[src/rtl/block_ring_buffer_fifo_assert.svh]
// Assertion macros for the block ring buffer FIFO.
`ifndef BLOCK_RING_BUFFER_FIFO_ASSERT_SVH
`define BLOCK_RING_BUFFER_FIFO_ASSERT_SVH

`ifndef SYNTHESIS

`define BRF_ASSERT_IMP(name, clk, rst, ante, cons) \
   name: assert property (@(posedge clk) disable iff (rst) (ante) |-> (cons)) \
      else $error("brf assertion failed: same-cycle implication");

`define BRF_ASSERT_NXT(name, clk, rst, ante, cons) \
   name: assert property (@(posedge clk) disable iff (rst) (ante) |=> (cons)) \
      else $error("brf assertion failed: next-cycle implication");

`else

`define BRF_ASSERT_IMP(name, clk, rst, ante, cons)

`define BRF_ASSERT_NXT(name, clk, rst, ante, cons)

`endif

`endif

[src/rtl/brf_pkg.sv]
// Shared constants, codes and controller/datapath interface types.
`default_nettype none

package brf_pkg;

   localparam int DEPTH       = 1024;
   localparam int MAX_BLOCK   = 64;
   localparam int SAMPLE_BITS = 32;

   localparam int IDX_BITS = $clog2(DEPTH);
   localparam int CNT_BITS = IDX_BITS + 1;
   localparam int REM_BITS = $clog2(MAX_BLOCK + 1);

   localparam int OP_W     = 1;
   localparam int SAMPLE_W = 32;
   localparam int SIZE_W   = 7;
   localparam int KIND_W   = 2;
   localparam int FILL_W   = 10;

   localparam int REQ_TDATA_W = ((SAMPLE_W + SIZE_W + 7) / 8) * 8;
   localparam int RSP_TDATA_W = ((SAMPLE_W + 1 + FILL_W + 7) / 8) * 8;

   localparam logic [OP_W-1:0] OP_PUSH = 1'b0;
   localparam logic [OP_W-1:0] OP_POP  = 1'b1;

   localparam logic [KIND_W-1:0] KIND_STATUS  = 2'd0;
   localparam logic [KIND_W-1:0] KIND_SAMPLE  = 2'd1;
   localparam logic [KIND_W-1:0] KIND_REFUSED = 2'd2;

   typedef struct packed {
      logic push;
      logic pop_start;
      logic pop_refuse;
      logic pop_issue;
   } cmd_type;

   typedef struct packed {
      logic advance;
      logic pop_fits;
      logic pop_last;
   } status_type;

endpackage

`default_nettype wire

[src/rtl/brf_ctrl.sv]
// Controller: input handshake and pop sequencing state machine.
`default_nettype none

module brf_ctrl
   import brf_pkg::*;
(
   input  wire logic             clock,
   input  wire logic             reset,
   input  wire logic             req_tvalid,
   input  wire logic [OP_W-1:0]  req_operation,
   input  wire status_type       stat,
   output logic                  req_tready,
   output cmd_type               cmd
);

   localparam logic ST_IDLE = 1'b0;
   localparam logic ST_POP  = 1'b1;

   logic state_ff;
   logic state_in;
   logic accept;

   assign req_tready = (state_ff == ST_IDLE) && stat.advance;
   assign accept     = req_tvalid && req_tready;

   always_comb begin
      cmd.push       = accept && (req_operation == OP_PUSH);
      cmd.pop_start  = accept && (req_operation == OP_POP) && stat.pop_fits;
      cmd.pop_refuse = accept && (req_operation == OP_POP) && !stat.pop_fits;
      cmd.pop_issue  = (state_ff == ST_POP) && stat.advance;
   end

   always_comb begin
      state_in = state_ff;
      case (state_ff)
         ST_IDLE: begin
            if (cmd.pop_start) begin
               state_in = ST_POP;
            end
         end
         ST_POP: begin
            if (cmd.pop_issue && stat.pop_last) begin
               state_in = ST_IDLE;
            end
         end
         default: begin
            state_in = ST_IDLE;
         end
      endcase
   end

   always_ff @(posedge clock) begin
      if (reset) begin
         state_ff <= ST_IDLE;
      end else begin
         state_ff <= state_in;
      end
   end

endmodule

`default_nettype wire

[config.mk]
export PLATFORM = sky130hd
export DESIGN_NAME = brf_ctrl
export DESIGN_NICKNAME = d
export VERILOG_FILES = /design/src/rtl/block_ring_buffer_fifo_assert.svh /design/src/rtl/brf_pkg.sv /design/src/rtl/brf_ctrl.sv
export SDC_FILE = /design/constraint.sdc
export NUM_CORES = 1
export LEC_CHECK = 0
export ABC_CLOCK_PERIOD_IN_PS = 1800
export BUFFER_PORTS_ARGS = -buffer_cell sky130_fd_sc_hd__buf_4
export CAP_MARGIN = 40
export CELL_PAD_IN_SITES_DETAIL_PLACEMENT = 0
export CELL_PAD_IN_SITES_GLOBAL_PLACEMENT = 1
export CORE_AREA = 2 2 39 41
export CTS_CLUSTER_DIAMETER = 40
export CTS_CLUSTER_SIZE = 20
export DETAILED_ROUTE_END_ITERATION = 8
export DIE_AREA = 0 0 41 43
export GPL_TIMING_DRIVEN = 0
export PLACE_DENSITY = 0.38
export SLEW_MARGIN = 15
export SYNTH_ARGS = -nofsm -noshare
export SYNTH_HDL_FRONTEND = slang
export SYNTH_SLANG_ARGS = --single-unit
[constraint.sdc]
create_clock -name clock -period 1.8 [get_ports clock]
set_input_delay 0.36 -clock clock [delete_from_list [all_inputs] [get_ports clock]]
set_output_delay 0.36 -clock clock [all_outputs]
set_load 0.02 [all_outputs]
==> impl_summary.txt, run 1 <==
----------------------------------------------------
[Floorplanning]
  Height of the die ... 43 um
  Total I/O pin count ... 12
  Area inside the core boundary ... 1380 sq um
  Number of core rows ... 14
  Initial core utilization ... 7.96%
  Die boundary width ... 41 um
  Die area ... 1760 sq um

[Global routing]
  Number of antenna violations at the first check in global routing ... 0
  Grt ovf ... 0
  Number of global-route vias before repair ... 107
  Pin count of the biggest net entering global routing ... 5
  Global-route wire length before repair ... 455 um
  Total global-route track usage ... 3.40%

[Setup path]
  Stage delay of the slowest cell on the critical path ... 0.16 ns
  Critical path buffers and inverters ... 2
  Category of the critical setup timing path ... in -> out
  Internal reg-to-reg setup slack ... 1.04 ns
  Worst EP arrival ... 0.88 ns
  Most frequent cell on the critical path ... sky130_fd_sc_hd__buf_4
  Crit-path slowest cell ... sky130_fd_sc_hd__nor3b_2
  Kind of end point of the critical path ... output port
  Cell class contributing the biggest share of worst-path delay ... buffers and inverters
  Critical path cell sequence ... buf_4 > nand3b_4 > nor3b_2 > buf_4
  Data required time at the worst endpoint ... 1.44 ns
  Critical Path Source Type ... input port
  Largest fanout on the critical path ... 4

[Placed design]
  Routability Congestion ... 0.559
  Port-buffer cells ... 11
  Number of cells in the design after placement ... 38
  Setup slack after placement ... 0.558 ns
  Placed wire-length estimate ... 240 um

[Route]
  Post-detailed-route via-to-cell ratio ... 3.26
  Count of unresolved DRC violations after routing ... 0
  Vias ... 124
  Number of iterations in the first detailed-routing pass ... 1
  Post-detailed-route wirelength per cell ... 7.08 um
  Post-route antenna net violation count ... 0
  Iteration-0 DRC Markers ... 0
  Routed WL ... 269 um

[Timing]
  Worst relative slew slack ... 92.3%
  Endpoints failing setup ... 0
  Final worst clock skew ... 0 ns
  Min cycle time layout ... 1.24 ns
  Number of slew-limit violations in the final report ... 0
  Least-Margin Pin Slew ... 0.115 ns
  PnR worst setup slack ... 0.558 ns
  Highest achievable clock rate ... 0.805 GHz
  Total negative slack for setup checks ... 0 ns
  Fin. Hold Viols ... 0
  RSZ-0062 raised after global routing ... false
  Share of the clock period used by the worst path after layout ... 69.0%

[Yosys]
  Number of instances in the synthesized netlist ... 11
  Post-synth net total ... 18
  Mapped cell area ... 110 sq um
  Synth Area per Inst ... 10.0 sq um
  Fraction of the yosys area taken by sequential cells ... 18.2%
  Library cells used by synthesis ... 10
  Seq cells post-synth ... 1
  Total of warnings raised by yosys ... 0

[Job]
  Max Cap Violations ... 0

[CTS]
  Setup bufs post-CTS ... 0
  Resize count post-CTS ... 0
  Total of hold buffers inserted after clock tree synthesis ... 0
  Reg clk slew, reported paths ... 0 ns
  Clock insertion delay at the later pin of the skew report ... 0 ns

[Final layout]
  Commonest cells after routing, fill and taps aside ... sky130_fd_sc_hd__buf_4, sky130_fd_sc_hd__nor2_1
  Regs by FF count ... state_ff (1)
  Flip-flop count of the largest register after layout ... 1
  Share of final-layout standard cells stronger than drive strength 1 ... 72.7%
  Final-stage net count ... 31
  Combined area of the multi-input logic cells ... 90.1 sq um
  Area of all sequential standard cells ... 20.0 sq um
  Register ranked first by flip-flop count ... state_ff
  Layout overhead on the synthesized area ... 93.2%
  Filler-free cell count of the finished design ... 38
  Most common cell after layout, fill and taps aside ... sky130_fd_sc_hd__buf_4
  Total of fill cells in the finished design ... 155
  Ant diodes ... 0

[Power and ir drop]
  Overall Power ... 0.0000592 W
  Power density of the placed cells ... 278 nW/um^2
  Maximum resistive drop on vdd ... 121 uV
  Leakage Power ... 0.101 nW

[Status]
  Outcome ... complete, no violations

[Worst hold path]
  Class of the most critical hold timing path ... in -> reg

----------------------------------------------------
[power breakdown]
part | switching (W) | total [W] | internal (W) | leakage, nW
clock network | 0 | 0 | 0 | 0
registers | 0.000000539 | 0.0000239 | 0.0000233 | 0.00812
logic | 0.0000157 | 0.0000353 | 0.0000197 | 0.0933
[cells in the mapped netlist]
master	number	area (sq um)
sky130_fd_sc_hd__nand3b_1	1	7.51
sky130_fd_sc_hd__nor3b_2	1	12.5
sky130_fd_sc_hd__and2_2	1	7.51
sky130_fd_sc_hd__nand3b_4	1	20.0
sky130_fd_sc_hd__nand2_1	1	3.75
sky130_fd_sc_hd__a21bo_1	1	10.0
sky130_fd_sc_hd__o22ai_2	1	12.5
sky130_fd_sc_hd__nor2_1	2	7.51
sky130_fd_sc_hd__and2b_2	1	8.76
sky130_fd_sc_hd__dfxtp_1	1	20.0
[cell families after synthesis]
logic type | share of synthesized area (%)
simple gates | 61.4
compound gates | 20.5
flops | 18.2
[worst paths after layout]
path                 start       end  cells after the start
hold / removal       reset  state_ff                      2
setup reg to reg  state_ff  state_ff                      2
hold reg to reg   state_ff  state_ff                      2
setup / recovery   stat[2]    cmd[1]                      4
[per-layer routing]
layer / vias to the layer above / track usage, % / part of all wire, %
li1: 62 / - / -
met1: 50 / 6.03 / 47
met2: 12 / 4.06 / 28
met3: 0 / 1.05 / 24
met4: 0 / 0 / 0
met5: - / 0 / 0
[metrics by stage]
step | utilization (%) | area (sq um) | hold WS (ns)
global placement | 15.4 | 213 | 0.572
floorplan | - | 110 | 0.472
finish | 15.4 | 213 | 0.575
CTS | 15.4 | 213 | 0.578
global route | 15.4 | 213 | 0.595
detailed placement | 15.4 | 213 | 0.578
[worst register-to-register path, delay by kind of cell, from the launching register on]
family	cells	cell delay (ns)
AO/OA/AOI/OAI	2	0.35
flip-flops	1	0.33
[final cells by class]
class | count | share of cell area [%]
tap | 16 | 9.41
timing repair buffer | 11 | 38.8
multi-input combinational | 10 | 42.4
sequential | 1 | 9.41
Power figures use the tool's default switching activity.
==> run 2: changes to the inputs <==
--- a/config.mk
+++ b/config.mk
@@ -5,7 +5,7 @@
 export SDC_FILE = /design/constraint.sdc
 export NUM_CORES = 1
 export LEC_CHECK = 0
-export ABC_CLOCK_PERIOD_IN_PS = 1800
+export ABC_CLOCK_PERIOD_IN_PS = 1140
 export BUFFER_PORTS_ARGS = -buffer_cell sky130_fd_sc_hd__buf_4
 export CAP_MARGIN = 40
 export CELL_PAD_IN_SITES_DETAIL_PLACEMENT = 0
@@ -16,7 +16,7 @@
 export DETAILED_ROUTE_END_ITERATION = 8
 export DIE_AREA = 0 0 41 43
 export GPL_TIMING_DRIVEN = 0
-export PLACE_DENSITY = 0.38
+export PLACE_DENSITY = 0.39
 export SLEW_MARGIN = 15
 export SYNTH_ARGS = -nofsm -noshare
 export SYNTH_HDL_FRONTEND = slang
==> constraint.sdc (replaced) <==
create_clock -name clock -period 1.14 [get_ports clock]
set_input_delay 0.228 -clock clock [delete_from_list [all_inputs] [get_ports clock]]
set_output_delay 0.228 -clock clock [all_outputs]
set_load 0.02 [all_outputs]
==> run 2 against run 1 <==
Hold slack worse by 0.12 ns. Wire length up 17%. Combinational power up 59%. Die area unchanged. Total power up 58%. Flip-flop and latch count unchanged. Final cell count unchanged. Critical path type is now reg -> out. Register-to-register slack worse by 0.67 ns. Highest routed layer unchanged. Sequential power up 58%. Design area unchanged.
==> impl_summary.txt, run 2 (synthesized netlist as in run 1, its figures left out) <==
----------------------------------------------------
[Global routing]
  Total global-route track usage ... 3.50% (+0.10 points)
  Grt ovf ... 0 (unchanged)
  Number of antenna violations at the first check in global routing ... 0 (unchanged)
  Pin count of the biggest net entering global routing ... 5 (unchanged)
  Number of global-route vias before repair ... 113 (+5.6%)
  Global-route wire length before repair ... 469 um (+3.1%)

[Setup path]
  Data required time at the worst endpoint ... 0.91 ns (-0.53 ns)
  Critical Path Source Type ... flip-flop
  Cell class contributing the biggest share of worst-path delay ... simple AND/OR/NAND/NOR gates
  Worst EP arrival ... 0.80 ns (-0.08 ns)
  Critical path buffers and inverters ... 1 (-1)
  Crit-path slowest cell ... sky130_fd_sc_hd__dfxtp_1
  Critical path cell sequence ... nand3b_4 > nor3b_2 > buf_4
  Kind of end point of the critical path ... output port
  Stage delay of the slowest cell on the critical path ... 0.30 ns (+0.14 ns)
  Largest fanout on the critical path ... 4 (unchanged)
  CP startpoint ... state_ff
  Category of the critical setup timing path ... reg -> out
  Startpoint of the most critical register-to-register path ... state_ff

[Power and ir drop]
  Leakage Power ... 0.101 nW (unchanged)
  Maximum resistive drop on vdd ... 143 uV (+18%)
  Power density of the placed cells ... 441 nW/um^2 (+58%)

[Route]
  Count of unresolved DRC violations after routing ... 0 (unchanged)
  Post-detailed-route via-to-cell ratio ... 2.97 (-8.9%)
  Iteration-0 DRC Markers ... 1 (+1)
  Vias ... 113 (-8.9%)
  Routed WL ... 315 um (+17%)
  Post-detailed-route wirelength per cell ... 8.29 um (+17%)
  Number of iterations in the first detailed-routing pass ... 3 (+2)
  Post-route antenna net violation count ... 0 (unchanged)

[Timing]
  RSZ-0062 raised after global routing ... false
  Number of slew-limit violations in the final report ... 0 (unchanged)
  Min cycle time layout ... 1.03 ns
  Fin. Hold Viols ... 0 (unchanged)
  Highest achievable clock rate ... 0.970 GHz
  Share of the clock period used by the worst path after layout ... 90.4%
  Final worst clock skew ... 0 ns (unchanged)
  Least-Margin Pin Slew ... 0.121 ns (+0.00657 ns)
  Worst relative slew slack ... 91.9% (-0.44 points)
  PnR worst setup slack ... 0.109 ns (-0.449 ns)
  Total negative slack for setup checks ... 0 ns (unchanged)
  Endpoints failing setup ... 0 (unchanged)

[CTS]
  Clock insertion delay at the later pin of the skew report ... 0 ns (unchanged)
  Resize count post-CTS ... 0 (unchanged)
  Total of hold buffers inserted after clock tree synthesis ... 0 (unchanged)
  Reg clk slew, reported paths ... 0 ns (unchanged)
  Setup bufs post-CTS ... 0 (unchanged)

[Floorplanning]
  Total I/O pin count ... 12 (unchanged)
  Initial core utilization ... 7.96% (unchanged)
  Area inside the core boundary ... 1380 sq um (unchanged)
  Height of the die ... 43 um (unchanged)
  Die area ... 1760 sq um (unchanged)
  Die boundary width ... 41 um (unchanged)
  Number of core rows ... 14 (unchanged)

[Final layout]
  Share of final-layout standard cells stronger than drive strength 1 ... 72.7% (unchanged)
  Layout overhead on the synthesized area ... 93.2% (unchanged)
  Final-stage net count ... 31 (unchanged)
  Ant diodes ... 0 (unchanged)
  Fin area ... 213 sq um (unchanged)
  Flip-flop count of the largest register after layout ... 1 (unchanged)
  Commonest cells after routing, fill and taps aside ... sky130_fd_sc_hd__buf_4, sky130_fd_sc_hd__nor2_1
  Regs by FF count ... state_ff (1)
  Filler-free cell count of the finished design ... 38 (unchanged)
  Register ranked first by flip-flop count ... state_ff
  Most common cell after layout, fill and taps aside ... sky130_fd_sc_hd__buf_4

[Placed design]
  Number of cells in the design after placement ... 38 (unchanged)
  Routability Congestion ... 0.557 (-0.38%)
  Port-buffer cells ... 11 (unchanged)
  Setup slack after placement ... 0.0962 ns (-0.462 ns)
  Post-DP Area ... 213 sq um (unchanged)

[Worst hold path]
  Min-Delay Startpoint ... reset
  Class of the most critical hold timing path ... in -> reg

[Status]
  Outcome ... complete, no violations

[Job]
  Max Cap Violations ... 0 (unchanged)

----------------------------------------------------
[run 2: cell counts in the layout (fill, tap and decap cells not counted)]
Identical to the previous run, type by type.
[run 2: final cells by class]
cell class,instances,area [sq um]
flip-flops and latches,1,20.0
multi-input cells,10,90.1
well taps,16,20.0
fillers,151,1170
repair buffers,11,82.6
[run 2: path summary, 6_finish.rpt]
path                   end  slack (ns)  cells past startpoint
hold / removal    state_ff        0.45                      2
hold reg to reg   state_ff        0.62                      2
setup / recovery    cmd[1]        0.11                      3
setup reg to reg  state_ff        0.37                      2
[run 2: metrics by stage]
step / total power [W] / util, % / hold WS, ns
5_1_grt: 0.0000991 / 15.4 / 0.465
2_1_floorplan: 0.0000613 / - / 0.340
6_report: 0.0000938 / 15.4 / 0.451
3_5_place_dp: 0.0000946 / 15.4 / 0.455
3_3_place_gp: 0.0000944 / 15.4 / 0.451
4_1_cts: 0.0000947 / 15.4 / 0.456
[run 2: worst register-to-register path: stages, from the launching register on]
cell and delay, ns:
sky130_fd_sc_hd__dfxtp_1 0.33, sky130_fd_sc_hd__a21bo_1 0.22, sky130_fd_sc_hd__o22ai_2 0.13
[run 2: routing by layer]
layer	up-vias	global-route usage [%]	routed length, um
met2	12	3.75	56
met5	-	0	0
met3	0	1.05	77
li1	61	-	-
met4	0	0	0
met1	40	6.67	181
[run 2: report_power, final]
| part | total [W] | switching (W) | internal, W |
|---|---|---|---|
| Sequential | 0.0000377 | 0.000000856 | 0.0000368 |
| Combinational | 0.0000561 | 0.0000250 | 0.0000311 |
| Clock | 0 | 0 | 0 |
| Total | 0.0000938 | 0.0000259 | 0.0000679 |
